File: src/rtl/cdm_pkg.sv
// Shared types and constants of the curvature drive mixer.
`timescale 1ns / 1ps

package cdm_pkg;

  // Configuration register indexes.
  localparam int unsigned CFG_IDX_W = 2;
  localparam logic [CFG_IDX_W-1:0] REG_ALPHA = 2'd0;
  localparam logic [CFG_IDX_W-1:0] REG_GAIN  = 2'd1;

  // Register reset values and clamps.
  localparam logic [14:0] ALPHA_RST = 15'd1638;
  localparam logic [14:0] ALPHA_MAX = 15'd16384;
  localparam logic [15:0] GAIN_RST  = 16'd16384;
  localparam logic [15:0] GAIN_MAX  = 16'd32768;

  // Divider: one quotient bit per cycle.
  localparam int unsigned DIV_STEPS = 15;
  localparam int unsigned CNT_W     = $clog2(DIV_STEPS);

  // Datapath operations issued by the controller.
  typedef enum logic [3:0] {
    OP_IDLE,
    OP_LOAD,
    OP_SQS,
    OP_SQR,
    OP_RSQ,
    OP_GAIN,
    OP_ROT,
    OP_M1,
    OP_M2,
    OP_M3,
    OP_MIX,
    OP_CLIP,
    OP_BIG,
    OP_DSET,
    OP_DIV,
    OP_FIN
  } dp_op_e;

  typedef struct packed {
    dp_op_e op;
  } cmd_t;

  typedef struct packed {
    logic quick;
    logic over;
    logic out_busy;
  } sts_t;

endpackage

File: src/rtl/cdm_ctrl.sv
// Sequencing state machine of the curvature drive mixer.
`timescale 1ns / 1ps

module cdm_ctrl (
  input  logic          clk_i,
  input  logic          rst_ni,
  input  logic          in_valid_i,
  output logic          in_ready_o,
  input  cdm_pkg::sts_t sts_i,
  output cdm_pkg::cmd_t cmd_o
);

  localparam logic [3:0] S_IDLE = 4'd0;
  localparam logic [3:0] S_SQS  = 4'd1;
  localparam logic [3:0] S_SQR  = 4'd2;
  localparam logic [3:0] S_RSQ  = 4'd3;
  localparam logic [3:0] S_GAIN = 4'd4;
  localparam logic [3:0] S_ROT  = 4'd5;
  localparam logic [3:0] S_M1   = 4'd6;
  localparam logic [3:0] S_M2   = 4'd7;
  localparam logic [3:0] S_M3   = 4'd8;
  localparam logic [3:0] S_MIX  = 4'd9;
  localparam logic [3:0] S_CLIP = 4'd10;
  localparam logic [3:0] S_BIG  = 4'd11;
  localparam logic [3:0] S_DSET = 4'd12;
  localparam logic [3:0] S_DIV  = 4'd13;
  localparam logic [3:0] S_FIN  = 4'd14;

  localparam logic [cdm_pkg::CNT_W-1:0] CNT_LAST = cdm_pkg::CNT_W'(cdm_pkg::DIV_STEPS - 1);

  logic [3:0]                state_q, state_d;
  logic [cdm_pkg::CNT_W-1:0] cnt_q, cnt_d;

  assign in_ready_o = (state_q == S_IDLE);

  // Next state and divider step count.
  always_comb begin
    state_d = state_q;
    cnt_d   = cnt_q;
    case (state_q)
      S_IDLE: if (in_valid_i) state_d = S_SQS;
      S_SQS:  state_d = S_SQR;
      S_SQR:  state_d = S_RSQ;
      S_RSQ:  state_d = S_GAIN;
      S_GAIN: state_d = S_ROT;
      S_ROT:  state_d = S_M1;
      S_M1:   state_d = S_M2;
      S_M2:   state_d = sts_i.quick ? S_M3 : S_MIX;
      S_M3:   state_d = S_MIX;
      S_MIX:  state_d = sts_i.quick ? S_CLIP : S_BIG;
      S_CLIP: state_d = S_BIG;
      S_BIG:  state_d = S_DSET;
      S_DSET: begin
        cnt_d   = '0;
        state_d = sts_i.over ? S_DIV : S_FIN;
      end
      S_DIV: begin
        cnt_d = cnt_q + 1'b1;
        if (cnt_q == CNT_LAST) begin
          state_d = S_FIN;
        end
      end
      S_FIN:  if (!sts_i.out_busy) state_d = S_IDLE;
      default: state_d = S_IDLE;
    endcase
  end

  // Operation issued to the datapath in each state.
  always_comb begin
    case (state_q)
      S_IDLE:  cmd_o.op = in_valid_i ? cdm_pkg::OP_LOAD : cdm_pkg::OP_IDLE;
      S_SQS:   cmd_o.op = cdm_pkg::OP_SQS;
      S_SQR:   cmd_o.op = cdm_pkg::OP_SQR;
      S_RSQ:   cmd_o.op = cdm_pkg::OP_RSQ;
      S_GAIN:  cmd_o.op = cdm_pkg::OP_GAIN;
      S_ROT:   cmd_o.op = cdm_pkg::OP_ROT;
      S_M1:    cmd_o.op = cdm_pkg::OP_M1;
      S_M2:    cmd_o.op = cdm_pkg::OP_M2;
      S_M3:    cmd_o.op = cdm_pkg::OP_M3;
      S_MIX:   cmd_o.op = cdm_pkg::OP_MIX;
      S_CLIP:  cmd_o.op = cdm_pkg::OP_CLIP;
      S_BIG:   cmd_o.op = cdm_pkg::OP_BIG;
      S_DSET:  cmd_o.op = cdm_pkg::OP_DSET;
      S_DIV:   cmd_o.op = cdm_pkg::OP_DIV;
      S_FIN:   cmd_o.op = cdm_pkg::OP_FIN;
      default: cmd_o.op = cdm_pkg::OP_IDLE;
    endcase
  end

  always_ff @(posedge clk_i or negedge rst_ni) begin
    if (!rst_ni) begin
      state_q <= S_IDLE;
      cnt_q   <= '0;
    end else begin
      state_q <= state_d;
      cnt_q   <= cnt_d;
    end
  end

endmodule

File: config.mk
export PLATFORM = sky130hd
export DESIGN_NAME = cdm_ctrl
export DESIGN_NICKNAME = d
export VERILOG_FILES = /design/src/rtl/cdm_pkg.sv /design/src/rtl/cdm_ctrl.sv
export SDC_FILE = /design/constraint.sdc
export NUM_CORES = 1
export LEC_CHECK = 0
export ABC_AREA = 1
export BUFFER_PORTS_ARGS = -buffer_cell sky130_fd_sc_hd__buf_2
export CORE_MARGIN = 2
export CORE_UTILIZATION = 40
export CTS_CLUSTER_DIAMETER = 30
export DETAILED_ROUTE_END_ITERATION = 6
export HOLD_SLACK_MARGIN = 0.06
export SLEW_MARGIN = 10
export SYNTH_ARGS = -nofsm -noshare
export SYNTH_HDL_FRONTEND = slang
export SYNTH_SLANG_ARGS = --single-unit
File: constraint.sdc
create_clock -name clk_i -period 1.46 [get_ports clk_i]
set_input_delay 0.073 -clock clk_i [delete_from_list [all_inputs] [get_ports clk_i]]
set_output_delay 0.073 -clock clk_i [all_outputs]
set_load 0.01 [all_outputs]
==> impl_results.md <==
* Unique masters post-synth at 16
* H-Tree Level Count at 1
* Via density at 4.66
* Die H at roughly 40 um
* Fin. Hold Viols at 0
* Avg Cell Area, Syn at 6.87 um2
* R2r worst-path depth at 7
* CP Cell Sequence: nand2_2 -> inv_2 -> nand2_1 -> o21ai_1 -> inv_1 -> buf_2
* Worst path arrival time at approximately 1.2 ns
* Routed WL at roughly 960 um
* Pins Over Slew Limit at 0
* Register area at just over 200 um2
* Area contributors post-synth: dfrtp_1 (38%), nand2_1 (17%), inv_1 (9.4%)
* Initial cell density of the core at 0.417
* Core Area at around 1300 um2
* Die W at roughly 40 um
* Clk_lat worst skew at 0.25 ns
* Longest Clk Path Bufs at 2
* Remaining DRCs at 0
* Synth top area share at 0.384
* Largest area contributor in the netlist: dfrtp_1
* CTS tree: yes
* Top-count cell post-synth: nand2_1
* Total global-route track usage at 0.152
* # diodes at 0
* Measured slew at the worst slew-check pin at roughly 0.24 ns
* Stages on worst setup path at 6
* Clk pin slew, worst setup/hold paths at around 0.050 ns
* FF-to-FF setup slack at roughly 0.23 ns
* First-pass iteration count of the detailed router at 4
* Endpoints failing setup at 0
* Layout fillers at 126
* Footprint of the multi-input gates at 265 um2
* Leak at 0.365 nW
* Area of the mapped netlist at 522 um2
* RSZ-0062 raised after global routing: false
* Tot Pwr at between 1 and 1.5 mW
* Buf/Inv on CP at 3
* WL per Instance at between 9 and 10 um
* Cell Rows at 13
* Layout cells sized above 1 at 0.220
* Crit path to: cmd_o[3]
* Initial drt markers at 8
* CP Max Fanout at 6
* Worst r2r src: state_q[3]$_DFFE_PN0P_
* Die area at between 1500 and 2000 um2
* Yosys Warn Count at 0
* Run status: finished, final reports clean
* Worst stage delay on the critical path at roughly 0.40 ns
* Post-Synthesis Cells at 76
* Vias in the first global route at 388
* CP delay by family, top: flip-flops
* Hold_sp: sts_i[0]
* Synth Net Count at 84
* Congestion Overflow GR at 0
* Sequential area share after synthesis at 0.384
* Minimum clock period at around 1.3 ns
* Total CTS buffers at 3
* Clock skew at between 0.008 and 0.009 ns
* #FFs+latches synth at 8
* Max-cap violation count at 0
* Synth cell count leaders: nand2_1 (23), inv_1 (13), dfrtp_1 (8)
* Initial antenna violation count at 0
* Antenna-violating nets left at 0
* HPWL Detailed at 802 um
* Clock sink count at 8
* Worst Hold Class: input pin to flop
* Number of instances in the placed design at around 100
* Crit path from: state_q[2]$_DFFE_PN0P_
* Async S/R FF share, synth at 1.00
* Number of synthesized flops with an enable pin at 0
* Critical Path RT at around 1.4 ns
* Area Growth Syn to Fin at 21.1%
* Number of placed I/O pins at 11
* R2r endpoint: state_q[0]$_DFFE_PN0P_
* Top FF cell, synth: dfrtp_1
* Placer Congestion at roughly 0.83
* Setup TNS at 0 ns
* Critical path endpoint category: output pin
* DR vias at 494
* Startpoint types: flop
* Largest net degree at the start of global routing at 9
* Worst vdd rail ir drop at about 1.0 mV
* Worst setup path category: flop to output pin
* Clock root buffer: clkbuf_4
* Power Dens Cells at roughly 2100 nW/um2
* Fmax at 771 MHz
* Tcrit/Tclk final at 0.888
* Slew margin rel. at 0.839
* Global-route wire length before repair at around 1.6 mm
* Final #Nets at about 100
* Crit-path slowest cell: dfrtp_2
* Port bufs at 10
* Non-filler instance count after layout at roughly 110
[worst min path at each step]
stage / slack (ns) / depth (start not counted) / end
floorplan: -0.22 / 0 / cnt_q[0]$_DFFE_PN0P_
global placement: -0.08 / 1 / cnt_q[2]$_DFFE_PN0P_
detailed placement: -0.08 / 1 / cnt_q[2]$_DFFE_PN0P_
CTS: 0.11 / 3 / state_q[1]$_DFFE_PN0P_
global route: 0.12 / 3 / state_q[1]$_DFFE_PN0P_
finish: 0.12 / 3 / state_q[1]$_DFFE_PN0P_
[cell type report]
cell class,instances,area share
Clock buffer,3,0.0356
Tap cell,15,0.0297
Multi-Input combinational cell,53,0.420
Inverter,15,0.0891
Sequential cell,8,0.319
Timing Repair Buffer,12,0.107
[tightest hold or removal path, stage by stage]
cell and delay, ns:
buf_2 0.08, nand3_1 0.09, nand2_1 0.08
[power breakdown]
group | switching, mW | internal [mW]
Combinational | 0.430 | 0.294
Clock | 0.0664 | 0.0935
Sequential | 0.131 | 0.326
Total | 0.628 | 0.714
[layout by cell type, fill, tap and decap left out]
master,n
dfrtp_2,1
a31oi_1,1
nand4_1,1
nor2_1,6
a21oi_1,1
nand3_1,6
clkbuf_4,3
nand3_2,1
xor2_1,2
nor2_2,1
o21ai_1,1
inv_2,2
buf_2,10
ha_1,2
dfrtp_1,7
o21ai_0,6
xnor2_1,1
buf_4,1
nand2_2,1
dlygate4sd3_1,1
nand2_1,23
inv_1,13
[metal layers]
layer	global-route usage	wire [um]
met5	0	0
met4	0.0517	0
met3	0.0500	43
met2	0.226	466
met1	0.205	451
[flip-flops by register name (all words and copies together) (netlist names)]
name and cells:
cnt_q 4, state_q 4
[metrics by stage]
| stage | util | cell area, um2 | hold slack, ns | worst slack, ns |
|---|---|---|---|---|
| 2_1_floorplan | - | 522 | -0.223 | 0.394 |
| 5_1_grt | 0.504 | 632 | 0.118 | 0.0187 |
| 6_report | 0.504 | 632 | 0.117 | 0.164 |
| 3_5_place_dp | 0.472 | 591 | -0.0778 | 0.296 |
| 3_3_place_gp | 0.472 | 591 | -0.0779 | 0.281 |
| 4_1_cts | 0.498 | 623 | 0.111 | 0.0861 |
[kinds of logic (layout without fill, tap and decap cells)]
family / after synthesis / after routing / synth area share
compound gates: 9 / 9 / 0.0887
xor+xnor: 3 / 3 / 0.0504
fa+ha+maj: 2 / 2 / 0.0480
buf+inv: 15 / 30 / 0.108
flops: 8 / 8 / 0.384
simple gates: 39 / 39 / 0.321
[what timing repair did]
| item | in CTS | in global routing |
|---|---|---|
| setup buffers | 0 | 1 |
| resized for setup | 0 | 2 |
| setup endpoints to repair | 0 | 1 |
| hold buffers | 1 | 0 |
| endpoints found under the hold margin | 8 | 0 |
Note: power is estimated with default switching activity, not from simulation.
